==> src/hw/rtl/lrgd_ram.sv <==
// ----------------------------------------------------------------------------
// lrgd_ram
// simple dual port ram, one write and one registered read port
// ----------------------------------------------------------------------------
module lrgd_ram #(
  parameter int W = 32,
  parameter int D = 32
) (
  input  logic                                 clk,
  input  logic                                 we,
  input  logic [((D > 1) ? $clog2(D) : 1)-1:0] waddr,
  input  logic [W-1:0]                         wdata,
  input  logic [((D > 1) ? $clog2(D) : 1)-1:0] raddr,
  output logic [W-1:0]                         rdata
);

  logic [W-1:0] mem [D];

  always_ff @(posedge clk) begin
    if (we) begin
      mem[waddr] <= wdata;
    end
    rdata <= mem[raddr];
  end

endmodule

==> config.mk <==
export PLATFORM = sky130hd
export DESIGN_NAME = lrgd_ram
export DESIGN_NICKNAME = d
export VERILOG_FILES = /design/src/hw/rtl/lrgd_ram.sv
export SDC_FILE = /design/constraint.sdc
export NUM_CORES = 1
export LEC_CHECK = 0
export BUFFER_PORTS_ARGS = -buffer_cell sky130_fd_sc_hd__buf_2
export CAP_MARGIN = 15
export CORE_ASPECT_RATIO = 0.5
export CORE_MARGIN = 8
export CORE_UTILIZATION = 45
export DETAILED_ROUTE_END_ITERATION = 12
export PLACE_DENSITY = 0.65
export SYNTH_ARGS = -nofsm -noshare
export SYNTH_HDL_FRONTEND = slang
export SYNTH_SLANG_ARGS = --single-unit
==> constraint.sdc <==
create_clock -name clk -period 4.5 [get_ports clk]
set_input_delay 1.35 -clock clk [delete_from_list [all_inputs] [get_ports clk]]
set_output_delay 1.35 -clock clk [all_outputs]
set_load 0.1 [all_outputs]
---- After elaboration in Yosys (flattened, before gate mapping) ----
Memories as Yosys holds them, arrays and structs flattened. A register that Yosys moved wholly into a read port is not among the register bits.
Cells that the tools add are included.
storage, ports and cells
  register bits ........................... 0
  bits in writable memories ............... 1,024
  input bits .............................. 44
  output and inout port bits .............. 32
  word-level logic and storage cells ...... 3
  memories ................................ 1
cells by class
  multiplexer cells ....................... 2
memories
  name  depth  bits a word  rd ports  clocked after Yosys merged registers in  wr ports  line  source
  mem   32     32           1         1                                        1         17    logic [W-1:0] mem [D];
operators with widths
  cell     count
  $mux W1  2

---- Logic depth before layout (Yosys ltp) ----
  depth in word-level cells ............... 2
  depth in mapped cells ................... 8
  mapped depth without buffers ............ 5

---- Least setup slack after synthesis ----
Ideal clock, no wire load.
  path type ............................... input-to-reg
  from .................................... in waddr[1] (netlist bit)
  to ...................................... mem mem[12][0], enable pin
  library setup time ...................... 421 ps
  arrival ................................. 3,363 ps
  required time ........................... 4,079 ps
  path slack .............................. 716 ps
  stages on the path ...................... 3
  buffers on the path ..................... 1
  cells stage by stage .................... or3b_2 -> clkbuf_1 -> nor2_1
RTL lines
  item             line  source
  start, declared  11    input logic [((D > 1) ? $clog2(D) : 1)-1:0] waddr,
  end, declared    17
No word-level cell before the write port.

---- Worst setup path in the final report ----
  from .................................... reg rdata[9], read port of mem
  to ...................................... out rdata[9]
RTL lines
  item             line  source
  start, declared  14    output logic [W-1:0] rdata
No word-level cell between the ends.

==> metrics.yaml <==
run_status:
  status: "finished clean"
floorplan:
  start_util: 0.456
  coreArea_mm2: 0.0887
  fp.dieW_um: 440
  rows: 77
  ios: 76
  fp.dieH_um: 228
  die_area_mm2: 0.100
synthesis:
  syn-num-nets: 2304
  synthTopCellsByArea: "edfxtp_1 76%, mux2i_1 13%, a22oi_1 1.8%"
  yosys_register_bits: 1056
  ys_types: 25
  syn-mean-instance-area_um2: 17.9
  yosysTopAreaCellShare: 0.760
  synth_top_cell_by_area: "edfxtp_1"
  yosysSeqAreaShare: 0.775
  synthCells: 2260
  synthesis.area_mm2: 0.0405
  yosys_warnings: 0
critical_path:
  worstSetupEndpoint: "rdata[9]"
  r2r_end: "rdata[13]"
  crit_path_cell_trace: "buf_2"
  path_buf_inv: 1
  crit_fanout: 1
  end_kind: "output port"
  cp_num_cells: 1
  critical_path.startpoint: "rdata[9]"
  rr_startpoint: "mem[1][13]"
  critical_path.startpoint_type: "register"
  max_stage_delay_ps: 490
  critPathKind: "reg2out"
  reg2reg_slack_ps: 2790
  cp_data_arrival_time_ps: 1630
  crit_required_ps: 3150
  r2r_cells: 5
  cp_slowest_cell: "buf_2"
  cp_top_family: "buffers and inverters"
placed_design:
  gp_congestion: 0.804
  numPortBuffers: 75
  post-place-ws_ps: 919
  place.detailed.hpwl_um: 57900
global_routing:
  first_global_vias: 21000
  grt_overflow: 0
  grt_pass1_wl_um: 146000
  grt_max_degree: 56
  grt_usage: 0.195
  grt_antenna_before_repair: 4
sta:
  max_freq_mhz: 336
  fin_crit_sh: 0.662
  rsz0062_at_grt: "false"
  setup-violations-final: 0
  tightest_slew_ps: 1020
  fin_crit_ps: 2980
  setup_slack_ps: 1520
  setup_tns_ps: 0
  hold_viol: 0
  drv_slew: 0
  maxSlewHeadroom: 0.320
  clock_skew_ps: 21.3
layout:
  layout.nets: 2445
  multi_input_area_mm2: 0.00861
  seqCellArea_mm2: 0.0314
  nFillCells: 6987
  area_growth_pct: 13.8
  drive_gt1_frac: 0.142
clock_tree:
  cts_tree: "yes"
  postCtsSetupRepairBufs: 0
  clk_latency_ps: 660
  cts-htree-levels: 3
  postCtsHoldBufs: 0
  cts_resized: 0
  cts-buffers-inserted: 93
  clockBufferDepth: 3
  cts.clk_slew.worst_paths_ps: 70
  cts_num_sinks: 1056
  root_buffer: "clkbuf_16"
route:
  detail-route-antenna-nets: 0
  wl_um: 101000
  drt-initial-drc-count: 2336
  num_vias: 21300
  remaining_drc_errors: 0
  first_pass_iters: 5
  routedWlPerCell_um: 27.5
  vias_per_cell: 5.81
pwr:
  power_density_mw_per_mm2: 442
  vdd_drop_max_mv: 0.293
  p_sw_mw: 4.52
  pwr-share-clk: 0.394
  power.share.combinational: 0.066
  p_int_mw: 15.8
  power.leakage_nw: 16.0
  p_sw_frac: 0.222
  power_frac_seq: 0.540
min_path:
  min_path_type: "reg2reg"
flow_run:
  drv_cap: 0
==> logic make-up (layout without fill, tap and decap cells) <==
kind of cell,Yosys count,count (layout),share of synthesized area
flops,1056,1056,0.775
compound gates,288,288,0.0485
buf+inv,127,347,0.0186
other cells,0,1,0
mux,512,512,0.127
simple gates,277,277,0.0310
==> registers in the layout, summed over array words and instances, names as in the netlist <==
signal  count
mem      1024
rdata      32
==> per-layer routing <==
| layer | up-vias | routed length, um | GRT usage |
|---|---|---|---|
| met5 | - | 23 | 0 |
| met4 | 4 | 2100 | 0.0413 |
| met3 | 145 | 7240 | 0.0349 |
| met2 | 840 | 47000 | 0.311 |
| met1 | 11000 | 44400 | 0.282 |
| li1 | 9261 | - | - |
==> worst min-delay path by stage <==
| stage | startpoint | endpoint | slack (ps) | depth (start not counted) |
|---|---|---|---|---|
| finish | mem[16][24] | rdata[24] | 590 | 4 |
| global placement | mem[16][29] | rdata[29] | 580 | 4 |
| CTS | mem[16][24] | rdata[24] | 600 | 4 |
| global route | mem[17][24] | rdata[24] | 640 | 4 |
| detailed placement | mem[16][24] | rdata[24] | 590 | 4 |
| floorplan | mem[16][10] | rdata[10] | 550 | 4 |
==> synth_stat cells <==
master	number
or3_1	1
nor2_1	34
buf_2	26
nand3b_1	5
a31oi_1	32
a22o_1	64
dfxtp_1	32
buf_1	5
clkbuf_4	2
nand2b_1	2
mux2i_1	512
and2b_1	1
nor3_1	32
clkbuf_1	46
edfxtp_1	1024
or3b_2	3
or2_2	1
and2_1	1
buf_6	15
a21oi_1	96
nand2_1	98
nor2b_1	1
buf_4	33
a22oi_1	96
nand3_1	98
==> final cells by class <==
class                      instances  share of cell area
clock buffer                     131              0.0572
sequential                      1056               0.681
clock inverter                    43             0.00945
tap                             1185              0.0322
timing repair buffer             173              0.0330
antenna                            1           0.0000543
multi-input combinational       1077               0.187
==> power by group through the flow <==
stage	clock network (mW)	registers, mW	logic, mW
6_report	8.02	11.0	1.35
5_1_grt	8.49	11.0	1.42
4_1_cts	8.12	11.0	1.36
3_5_place_dp	0	11.2	1.35
3_3_place_gp	0	11.2	1.34
2_1_floorplan	0	11.5	0.565
==> stage by stage <==
step           utilization  instances  power (mW)  cell area (um2)  hold WS, ps
2_1_floorplan            -       2260        12.0            40500          553
3_3_place_gp         0.485       3491        12.5            43000          580
3_5_place_dp         0.485       3491        12.6            43000          586
4_1_cts              0.519       3665        20.5            46100          600
5_1_grt              0.519       3665        20.9            46100          638
6_report             0.519       3666        20.4            46100          595
==> cell usage in the layout, fill, tap and decap left out, drive strengths merged, types with 2 or more instances in the layout <==
cell type / Yosys / routed
bufinv: 0 / 8
or3b: 3 / 3
edfxtp: 1024 / 1024
mux2i: 512 / 512
a22oi: 96 / 96
clkbuf: 48 / 131
nor3: 32 / 32
nand3: 98 / 98
a22o: 64 / 64
inv: 0 / 3
a31oi: 32 / 32
clkinv: 0 / 27
nand3b: 5 / 5
nor2: 34 / 34
nand2: 98 / 98
clkinvlp: 0 / 5
a21oi: 96 / 96
dfxtp: 32 / 32
nand2b: 2 / 2
buf: 79 / 173
(Power assumes the default switching activity.)
