`src/hw/rtl/lrgd_pkg.sv`:
```
// ----------------------------------------------------------------------------
// lrgd_pkg
// shared types and codes for the gradient descent line fitter
// ----------------------------------------------------------------------------
package lrgd_pkg;

  localparam logic CMD_LOAD    = 1'b0;
  localparam logic CMD_PREDICT = 1'b1;

  localparam logic KIND_TRAIN = 1'b0;
  localparam logic KIND_PRED  = 1'b1;

  localparam logic [1:0] REG_LEARNING_RATE   = 2'd0;
  localparam logic [1:0] REG_ERROR_THRESHOLD = 2'd1;
  localparam logic [1:0] REG_ITERATION_CAP   = 2'd2;

  localparam logic [23:0] LR_RESET  = 24'd16777;
  localparam logic [31:0] THR_RESET = 32'd6554;
  localparam logic [19:0] CAP_RESET = 20'd65536;

  localparam logic [1:0] DIV_ERR = 2'd0;
  localparam logic [1:0] DIV_GA  = 2'd1;
  localparam logic [1:0] DIV_GB  = 2'd2;

  typedef struct packed {
    logic        clr_coef;
    logic        clr_acc;
    logic        load_px;
    logic        use_px;
    logic        mul1;
    logic        res;
    logic        mul2;
    logic        acc;
    logic        div_start;
    logic [1:0]  div_sel;
    logic        take_err;
    logic        take_ga;
    logic        take_gb;
    logic        stepm;
    logic        upd;
    logic        out_load;
    logic        out_kind;
    logic        out_conv;
    logic [19:0] iters;
  } lrgd_cmd_t;

  typedef struct packed {
    logic div_done;
    logic err_low;
  } lrgd_stat_t;

endpackage

```
`src/hw/rtl/lrgd_ctrl.sv`:
```
// ----------------------------------------------------------------------------
// lrgd_ctrl
// sequencer for loading, training iterations, prediction and output
// ----------------------------------------------------------------------------
module lrgd_ctrl #(
  parameter int MAX_SAMPLES = 32,
  parameter int CW = 6,
  parameter int AW = 5
) (
  input  logic               clk,
  input  logic               rst,
  input  logic               cfg_wen,
  input  logic [1:0]         cfg_index,
  input  logic [31:0]        cfg_data,
  input  logic               s_tvalid,
  output logic               s_tready,
  input  logic               s_tuser,
  input  logic               s_tlast,
  output logic               m_tvalid,
  input  logic               m_tready,
  output logic               ram_we,
  output logic [AW-1:0]      ram_waddr,
  output logic [AW-1:0]      ram_raddr,
  output logic [CW-1:0]      n,
  output lrgd_pkg::lrgd_cmd_t  cmd,
  input  lrgd_pkg::lrgd_stat_t stat
);

  import lrgd_pkg::*;

  localparam logic [4:0] S_IDLE  = 5'd0;
  localparam logic [4:0] S_RD    = 5'd1;
  localparam logic [4:0] S_MUL1  = 5'd2;
  localparam logic [4:0] S_RES   = 5'd3;
  localparam logic [4:0] S_MUL2  = 5'd4;
  localparam logic [4:0] S_ACC   = 5'd5;
  localparam logic [4:0] S_DIVE  = 5'd6;
  localparam logic [4:0] S_WDIVE = 5'd7;
  localparam logic [4:0] S_CHK   = 5'd8;
  localparam logic [4:0] S_DIVA  = 5'd9;
  localparam logic [4:0] S_WDIVA = 5'd10;
  localparam logic [4:0] S_DIVB  = 5'd11;
  localparam logic [4:0] S_WDIVB = 5'd12;
  localparam logic [4:0] S_STEPM = 5'd13;
  localparam logic [4:0] S_UPD   = 5'd14;
  localparam logic [4:0] S_PMUL  = 5'd15;
  localparam logic [4:0] S_PRES  = 5'd16;
  localparam logic [4:0] S_OUTT  = 5'd17;
  localparam logic [4:0] S_OUTP  = 5'd18;

  logic [4:0]    state, state_next;
  logic [CW-1:0] count, count_next;
  logic [AW-1:0] idx, idx_next;
  logic [19:0]   k, k_next;
  logic [19:0]   cap;
  logic          conv, conv_next;
  logic          slot;

  assign s_tready  = (state == S_IDLE);
  assign ram_waddr = count[AW-1:0];
  assign ram_raddr = idx;
  assign n         = count;
  assign slot      = !m_tvalid || m_tready;

  always_comb begin
    state_next = state;
    count_next = count;
    idx_next   = idx;
    k_next     = k;
    conv_next  = conv;
    ram_we     = 1'b0;
    cmd        = '0;
    cmd.iters  = k;
    cmd.out_conv = conv;
    case (state)
      S_IDLE: begin
        if (s_tvalid) begin
          if (s_tuser == CMD_PREDICT) begin
            cmd.load_px = 1'b1;
            state_next  = S_PMUL;
          end else begin
            if (count < CW'(MAX_SAMPLES)) begin
              ram_we     = 1'b1;
              count_next = count + 1'b1;
            end
            if (s_tlast) begin
              cmd.clr_coef = 1'b1;
              cmd.clr_acc  = 1'b1;
              idx_next     = '0;
              k_next       = '0;
              state_next   = S_RD;
            end
          end
        end
      end
      S_RD:   state_next = S_MUL1;
      S_MUL1: begin
        cmd.mul1   = 1'b1;
        state_next = S_RES;
      end
      S_RES: begin
        cmd.res    = 1'b1;
        state_next = S_MUL2;
      end
      S_MUL2: begin
        cmd.mul2   = 1'b1;
        state_next = S_ACC;
      end
      S_ACC: begin
        cmd.acc = 1'b1;
        if (idx == AW'(count - 1'b1)) begin
          state_next = S_DIVE;
        end else begin
          idx_next   = idx + 1'b1;
          state_next = S_RD;
        end
      end
      S_DIVE: begin
        cmd.div_start = 1'b1;
        cmd.div_sel   = DIV_ERR;
        state_next    = S_WDIVE;
      end
      S_WDIVE: begin
        if (stat.div_done) begin
          cmd.take_err = 1'b1;
          state_next   = S_CHK;
        end
      end
      S_CHK: begin
        if (stat.err_low) begin
          conv_next  = 1'b1;
          state_next = S_OUTT;
        end else if (k >= cap) begin
          conv_next  = 1'b0;
          state_next = S_OUTT;
        end else begin
          state_next = S_DIVA;
        end
      end
      S_DIVA: begin
        cmd.div_start = 1'b1;
        cmd.div_sel   = DIV_GA;
        state_next    = S_WDIVA;
      end
      S_WDIVA: begin
        if (stat.div_done) begin
          cmd.take_ga = 1'b1;
          state_next  = S_DIVB;
        end
      end
      S_DIVB: begin
        cmd.div_start = 1'b1;
        cmd.div_sel   = DIV_GB;
        state_next    = S_WDIVB;
      end
      S_WDIVB: begin
        if (stat.div_done) begin
          cmd.take_gb = 1'b1;
          state_next  = S_STEPM;
        end
      end
      S_STEPM: begin
        cmd.stepm  = 1'b1;
        state_next = S_UPD;
      end
      S_UPD: begin
        cmd.upd     = 1'b1;
        cmd.clr_acc = 1'b1;
        k_next      = k + 1'b1;
        idx_next    = '0;
        state_next  = S_RD;
      end
      S_PMUL: begin
        cmd.mul1   = 1'b1;
        cmd.use_px = 1'b1;
        state_next = S_PRES;
      end
      S_PRES: begin
        cmd.res    = 1'b1;
        state_next = S_OUTP;
      end
      S_OUTT: begin
        if (slot) begin
          cmd.out_load = 1'b1;
          cmd.out_kind = KIND_TRAIN;
          count_next   = '0;
          state_next   = S_IDLE;
        end
      end
      S_OUTP: begin
        if (slot) begin
          cmd.out_load = 1'b1;
          cmd.out_kind = KIND_PRED;
          state_next   = S_IDLE;
        end
      end
      default: state_next = S_IDLE;
    endcase
  end

  always_ff @(posedge clk) begin
    if (rst) begin
      state    <= S_IDLE;
      count    <= '0;
      idx      <= '0;
      k        <= '0;
      conv     <= 1'b0;
      cap      <= CAP_RESET;
      m_tvalid <= 1'b0;
    end else begin
      state <= state_next;
      count <= count_next;
      idx   <= idx_next;
      k     <= k_next;
      conv  <= conv_next;
      if (cfg_wen && cfg_index == REG_ITERATION_CAP) begin
        cap <= cfg_data[19:0];
      end
      if (cmd.out_load) begin
        m_tvalid <= 1'b1;
      end else if (m_tready) begin
        m_tvalid <= 1'b0;
      end
    end
  end

endmodule

```
`config.mk`:
```
export PLATFORM = sky130hd
export DESIGN_NAME = lrgd_ctrl
export DESIGN_NICKNAME = d
export VERILOG_FILES = /design/src/hw/rtl/lrgd_pkg.sv /design/src/hw/rtl/lrgd_ctrl.sv
export SDC_FILE = /design/constraint.sdc
export NUM_CORES = 1
export LEC_CHECK = 0
export CAP_MARGIN = 20
export CORE_MARGIN = 3
export CORE_UTILIZATION = 50
export DETAILED_ROUTE_END_ITERATION = 6
export DONT_BUFFER_PORTS = 1
export PLACE_DENSITY = 0.75
export SYNTH_ARGS = -nofsm -noshare
export SYNTH_HDL_FRONTEND = slang
export SYNTH_SLANG_ARGS = --single-unit
```
`constraint.sdc`:
```
create_clock -name clk -period 2.6 [get_ports clk]
set_input_delay 0.65 -clock clk [delete_from_list [all_inputs] [get_ports clk]]
set_output_delay 0.65 -clock clk [all_outputs]
set_load 0.03 [all_outputs]
```
# Word level (Yosys, flattened, before mapping)
# Index checks and enable logic that the tools add are counted.
# word_totals
reg_bits	58
inputBits	43
out_inout_bits	58
# op_classes
n_addsub	4
n_lt_le_gt_ge	2
n_eq_ne	31
mux	55
reduce_logical	17
# ops
cell	n
$pmux W5 S18	1
$mux W5	13
$mux W20	3
$eq A5 B4 Y1 const B	8
$pmux W20 S2	1
$mux W6	4
$mux W1	22
$add A20 B1 Y20 const B	1
$eq A5 B3 Y1 const B	4
$ge A20 B20 Y1	1
$eq A5 B5 Y1 const B	3
$pmux W5 S3	1
$ne A2 B2 Y1 const B	7
$pmux W6 S2	1
$eq A5 B2 Y1 const B	2
$reduce_and A5 Y1	2
$pmux W3 S3	1
$mux W2	4
$reduce_bool A2 Y1	4
$add A6 B1 Y6 const B	1
$lt A6 B6 Y1 const B	1
$mux W3	2
$ne A2 B1 Y1 const B	3
$reduce_and A6 Y1	1
other kinds (16)	18

# Depth between registers and ports, before layout
# Gate-level depths: netlist of run 1.
# logic_depth
ltp_word	5
mapped_depth	8
depth_no_buf	8

# Least setup slack after synthesis of run 1
# OpenSTA, ideal clock, no wires.
# synth_path
path_kind	register -> output
start	reg state[1]
end	out cmd[33] (netlist bit)
arrival_time_ns	1.931
path_slack_ns	0.019
path_stages_with_launch	8
path_buffers	3
path_cell_list	dfxtp_1 -> clkbuf_1 -> buf_2 -> clkbuf_1 -> nand2_1 -> nor2_1 -> a21oi_1 -> nor3_1
# synth_rtl
item	line	source
start, declared	lrgd_ctrl.sv:51	logic [4:0] state, state_next;
start signal, assigned	lrgd_ctrl.sv:211	state <= state_next;
end, declared	lrgd_ctrl.sv:25	output lrgd_pkg::lrgd_cmd_t cmd,

# Worst setup path in the final report of run 1
# layout_path
start	reg state[1]
end	out cmd[31] (netlist bit)
# layout_between
elab_chain_cells	2
# layout_lines
item	line	source
$eq A5 B3 Y1	lrgd_ctrl.sv:75	case (state)
$mux W1	lrgd_ctrl.sv:75	
# Every way passes these cells.

==> metrics.txt, run 1 <==
Die Wd 89.9 um; share of layout cells above drive strength 1 between 10% and 20%; clock-pin transition on the worst setup and hold timing paths 0.07 ns; post-layout minimum cycle time 2.53 ns; Ports 101; Post-DRT Antenna Nets 0; Num CTS Buffers 9; fmax 395 MHz; Starting Density 53.4%; Clock Latency Late Sink 0.33 ns; status completed; Vias/cell 5.62; total clock sinks 58; H-tree levels 3; Clock Path Buffers 2; Synth top area share 33.0%; Worst setup SP type register; Arr. time, crit path approximately 1.9 ns; DP HPWL 6740 um; Finished Cell Area between 0.004 and 0.005 mm^2; Inst Count DP 570; root buf cell clkbuf_8; n_diodes 0; synthesized area 0.00352 mm^2; core box area 0.00660 mm^2; count leader, synth nand2_1; Hold-fix buffers, CTS 0; Slew headroom 58.6%; synth-to-layout area growth 18.0%; Hold Path Class in2reg; row count 29; Final Hold Fails 0; FF+latch count, synth 58; RSZ-0062 raised after global routing yes; pwr dens 725 mW/mm^2; final std cells w/o fill 586; CTS tree done; Setup Buffers After CTS 0; Synth area leader dfxtp_1; Final WS setup 0.0674 ns; Distinct cells, synth 59; kind of critical path reg2out; DRT Pass-1 Iters 4; Nets 555; measured slew at the worst slew-check pin between 0.6 and 0.7 ns; most used flip-flop cell after synthesis dfxtp_1; Commonest cells post-synth nand2_1 (61), dfxtp_1 (58), a21oi_1 (49); die area 0.00809 mm^2; share of async-settable or async-resettable flops after synthesis 0%; Leak 1.68 nW; DRC 0; GPL Wtd Cong 0.815; initial antenna violation count 0; fin util between 60% and 70%; CP endpoint kind output pin; required time of the worst setup path 1.95 ns; placed cell areas 0.00390 mm^2; final WL roughly 8700 um; CP Max Fanout 16; Place WS 0.309 ns; Final Setup Violations 0; Port Buf Inserts 0; clock skew 0.00990 ns; maximum VDD drop 0.351 mV; max-slew violations 0; Die Y 89.9 um; net count after synthesis 521; Synth area leaders dfxtp_1 (33%), ha_1 (8.5%), a21oi_1 (7.0%); vias in the first global route 3119; mean post-synth cell area between 7 and 8 um^2; largest net degree at the start of global routing 35; Cells after Synth 454; Post-synth EDFFs 0; Yosys warnings 0; first-pass GRT wire length between 10000 and 15000 um; GRT Resource Usage Total 21.9%; sequential area share after synthesis ~33%; GRT overflow 0; vias 3293; initial DRC count 161; drt wl/cell 14.9 um; Max Cap Viol 0; final period utilization 97.4%
==> routing by layer <==
layer | vias to the layer above | routed length (um) | track usage (%)
met5 | - | 0 | 0
met4 | 0 | 178 | 7.91
met3 | 20 | 567 | 6.76
met2 | 88 | 4200 | 37.2
met1 | 1529 | 3790 | 26.3
li1 | 1656 | - | -
==> cells in the final DEF (no fill, tap or decap), types with 2 or more instances in the layout <==
| cell type | n |
|---|---|
| a211oi_1 | 3 |
| o211ai_1 | 3 |
| bufinv_16 | 3 |
| a31oi_1 | 3 |
| or3_1 | 12 |
| nor3b_1 | 2 |
| dfxtp_1 | 57 |
| o21ai_0 | 20 |
| xnor2_1 | 7 |
| nand2_1 | 61 |
| nand3_1 | 15 |
| nor4_1 | 2 |
| buf_4 | 51 |
| nor2_1 | 37 |
| xor2_1 | 13 |
| nor3_1 | 15 |
| ha_1 | 24 |
| nand2b_1 | 6 |
| a21oi_1 | 49 |
| mux2i_1 | 5 |
| nand4_1 | 7 |
| a22oi_1 | 2 |
| and2_1 | 3 |
| o2111a_1 | 2 |
| and3_1 | 7 |
| a211o_1 | 2 |
| or2_2 | 2 |
| nor4_2 | 2 |
| inv_1 | 27 |
| nand3_2 | 2 |
| nor3_2 | 2 |
| clkbuf_8 | 11 |
| a21o_1 | 2 |
| nor2b_1 | 5 |
==> final cells by class <==
cell class	instances	area, um^2
Clock buffer	12	155
Clock inverter	4	97.6
Fill cell	612	2450
Inverter	28	105
Multi-Input combinational cell	339	2120
Sequential cell	58	1160
Tap cell	93	116
Timing Repair Buffer	52	403
==> timing repair <==
action / CTS / global route
endpoints found under the hold margin: 0 / 0
endpoints found under the setup margin: 0 / 4
resized for setup: 0 / 1
==> stage by stage <==
step	hold WS, ns	total power, mW	TNS [ns]
final	0.377	3.01	0
after detailed placement	0.443	1.97	0
after CTS	0.366	3.02	0
after global routing	0.358	3.18	-0.114
after floorplan	0.435	1.75	0
after global placement	0.438	1.94	0
==> worst max-delay path: stages, from the launching register on <==
cell,delay [ns]
dfxtp_1,0.49
nand2b_1,0.30
nor4_2,0.49
buf_4,0.27
==> cells by family after synthesis <==
group / Yosys count / share of synthesized area [%]
AOI/OAI and AO/OA: 99 / 16.9
adders and majority gates: 25 / 8.81
muxes: 5 / 1.42
xor gates and xnor gates: 20 / 4.97
buffers and inverters: 57 / 6.96
and+or+nand+nor: 190 / 28.0
DFF: 58 / 33.0
==> state kept, by name, indices dropped and copies added, names as in the netlist <==
name,flops
cap,20
conv,1
k,20
m_tvalid,1
n,6
ram_raddr,5
state,5
==> report_power, final <==
part,switching [mW],internal (mW),total [mW],leakage [nW]
sequential,0.111,0.940,1.05,0.470
combinational,0.562,0.347,0.909,1.09
clock,0.363,0.690,1.05,0.123
total,1.04,1.98,3.01,1.68
==> final timing paths <==
kind	cells after the start	startpoint	to	slack (ns)
setup / recovery	3	state[1]	cmd[31]	0.07
hold / removal	1	rst	cap[3]	0.38
setup reg to reg	8	cap[7]	state[4]	0.29
hold reg to reg	2	cap[3]	cap[3]	0.45
(Power assumes the default switching activity.)
==> run 2: changes to the inputs <==
==> constraint.sdc (replaced) <==
create_clock -name clk -period 2.6 [get_ports clk]
set_input_delay 0.52 -clock clk [delete_from_list [all_inputs] [get_ports clk]]
set_output_delay 0.52 -clock clk [all_outputs]
set_load 0.03 [all_outputs]
==> metrics.txt, run 2 (synthesis results as in run 1) <==
status completed; worst r2r src cap[18]; final period utilization 92.1%; row count 29; n_diodes 0; Num CTS Buffers 9; RSZ-0062 raised after global routing no; first-pass GRT wire length 14200 um; fmax 418 MHz; synth-to-layout area growth 13.9%; CTS tree done; Clock Latency Late Sink 0.33 ns; vias in the first global route 3093; largest net degree at the start of global routing 35; maximum VDD drop 0.388 mV; FF-to-FF path depth 8; pwr dens 648 mW/mm^2; overall power ~2.6 mW; worst stage delay on the critical path between 0.4 and 0.5 ns; max-slew violations 0; Final Setup Violations 0; post_cts resized 0; initial DRC count 144; Final Hold Fails 0; Max Cap Viol 0; commonest cells after routing, fill and taps aside nand2_1 (61), dfxtp_1 (57), a21oi_1 (49), buf_4 (48), nor2_1 (37); Inst Count DP 566; CP Max Fanout 9; DP HPWL 6560 um; DRT Pass-1 Iters 4; worst reg2reg endpoint state[4]; Place WS 0.311 ns; vias 3307; final setup TNS 0 ns; die area just over 0.008 mm^2; final std cells w/o fill 581; drt wl/cell 14.7 um; Nets 551; placed cell areas 0.00386 mm^2; Hold-fix buffers, CTS 0; clock-pin transition on the worst setup and hold timing paths approximately 0.060 ns; Starting Density 53.4%; GPL Wtd Cong 0.848; post-layout minimum cycle time 2.39 ns; Hold Path Class in2reg; CP top delay family simple AND/OR/NAND/NOR gates; core box area approximately 0.0066 mm^2; Post-DRT Antenna Nets 0; initial antenna violation count 0; Final WS setup 0.205 ns; required time of the worst setup path 2.08 ns; commonest non-fill, non-tap cell in the layout nand2_1; share of layout cells above drive strength 1 15.4%; hold depth 1; Hold Path Sink cap[6]; total clock sinks 58; crit-path cells nor2_1 > and2_1 > and3_1; root buf cell clkbuf_8; Leak 1.62 nW; H-tree levels 3; slowest cell on the critical path and2_1; GRT Resource Usage Total 21.1%; kind of critical path reg2out; GRT overflow 0; Buf+Inv Stages, Crit Path 0; Worst setup SP type register; Arr. time, crit path 1.87 ns; DRC 0; Die Y 89.9 um; Vias/cell 5.69; hold_sp rst; Clock Path Buffers 2; CP endpoint kind output pin; Port Buf Inserts 0; Ports 101; clock skew just under 0.005 ns; Slew headroom 60.1%; Finished Cell Area 0.00401 mm^2; R2R setup slack roughly 0.37 ns; measured slew at the worst slew-check pin 0.593 ns; Setup Buffers After CTS 0; Die Wd 89.9 um; final WL 8560 um
## run 2: cell types whose count changed in the layout (fill, tap and decap cells not counted)
cell        before  now
clkinvlp_4       1    0
clkinv_2         0    4
bufinv_16        3    0
buf_4           51   48
clkbuf_8        11    9
buf_12           1    0
clkbuf_1         1    2
## run 2: metal layers
metal	up-vias	part of all wire (%)	GRT usage [%]
met5	-	0	0
met4	0	1.6	7.02
met3	13	6.1	7.01
met2	93	49	35.7
met1	1562	43	25.3
li1	1639	-	-
## run 2: how the worst max path moves through the flow
stage,cells past startpoint,end,slack [ns],start
2_1_floorplan,7,cmd[33],0.15,state[1]
3_3_place_gp,8,state[4],0.38,cap[18]
3_5_place_dp,8,state[4],0.31,cap[18]
4_1_cts,3,cmd[36],0.12,state[3]
5_1_grt,4,ram_we,0.08,state[2]
6_report,3,cmd[36],0.21,state[2]
## run 2: where the power goes
part           total [mW]  leakage (nW)  switching [mW]  internal, mW
registers            1.03         0.470          0.0941         0.940
logic               0.897          1.06           0.568         0.329
clock network       0.670        0.0827           0.336         0.334
## run 2: layout make-up
class,instances,area [um^2]
Clock buffer,11,131
Clock inverter,4,20.0
Fill cell,637,2590
Inverter,28,105
Multi-Input combinational cell,339,2120
Sequential cell,58,1160
Tap cell,93,116
Timing Repair Buffer,48,360
## run 2: per-stage QoR
stage          hold slack (ns)  utilization (%)
6_report                 0.252             60.8
2_1_floorplan            0.435                -
3_3_place_gp             0.437             58.5
5_1_grt                  0.228             60.8
4_1_cts                  0.240             60.7
3_5_place_dp             0.443             58.5
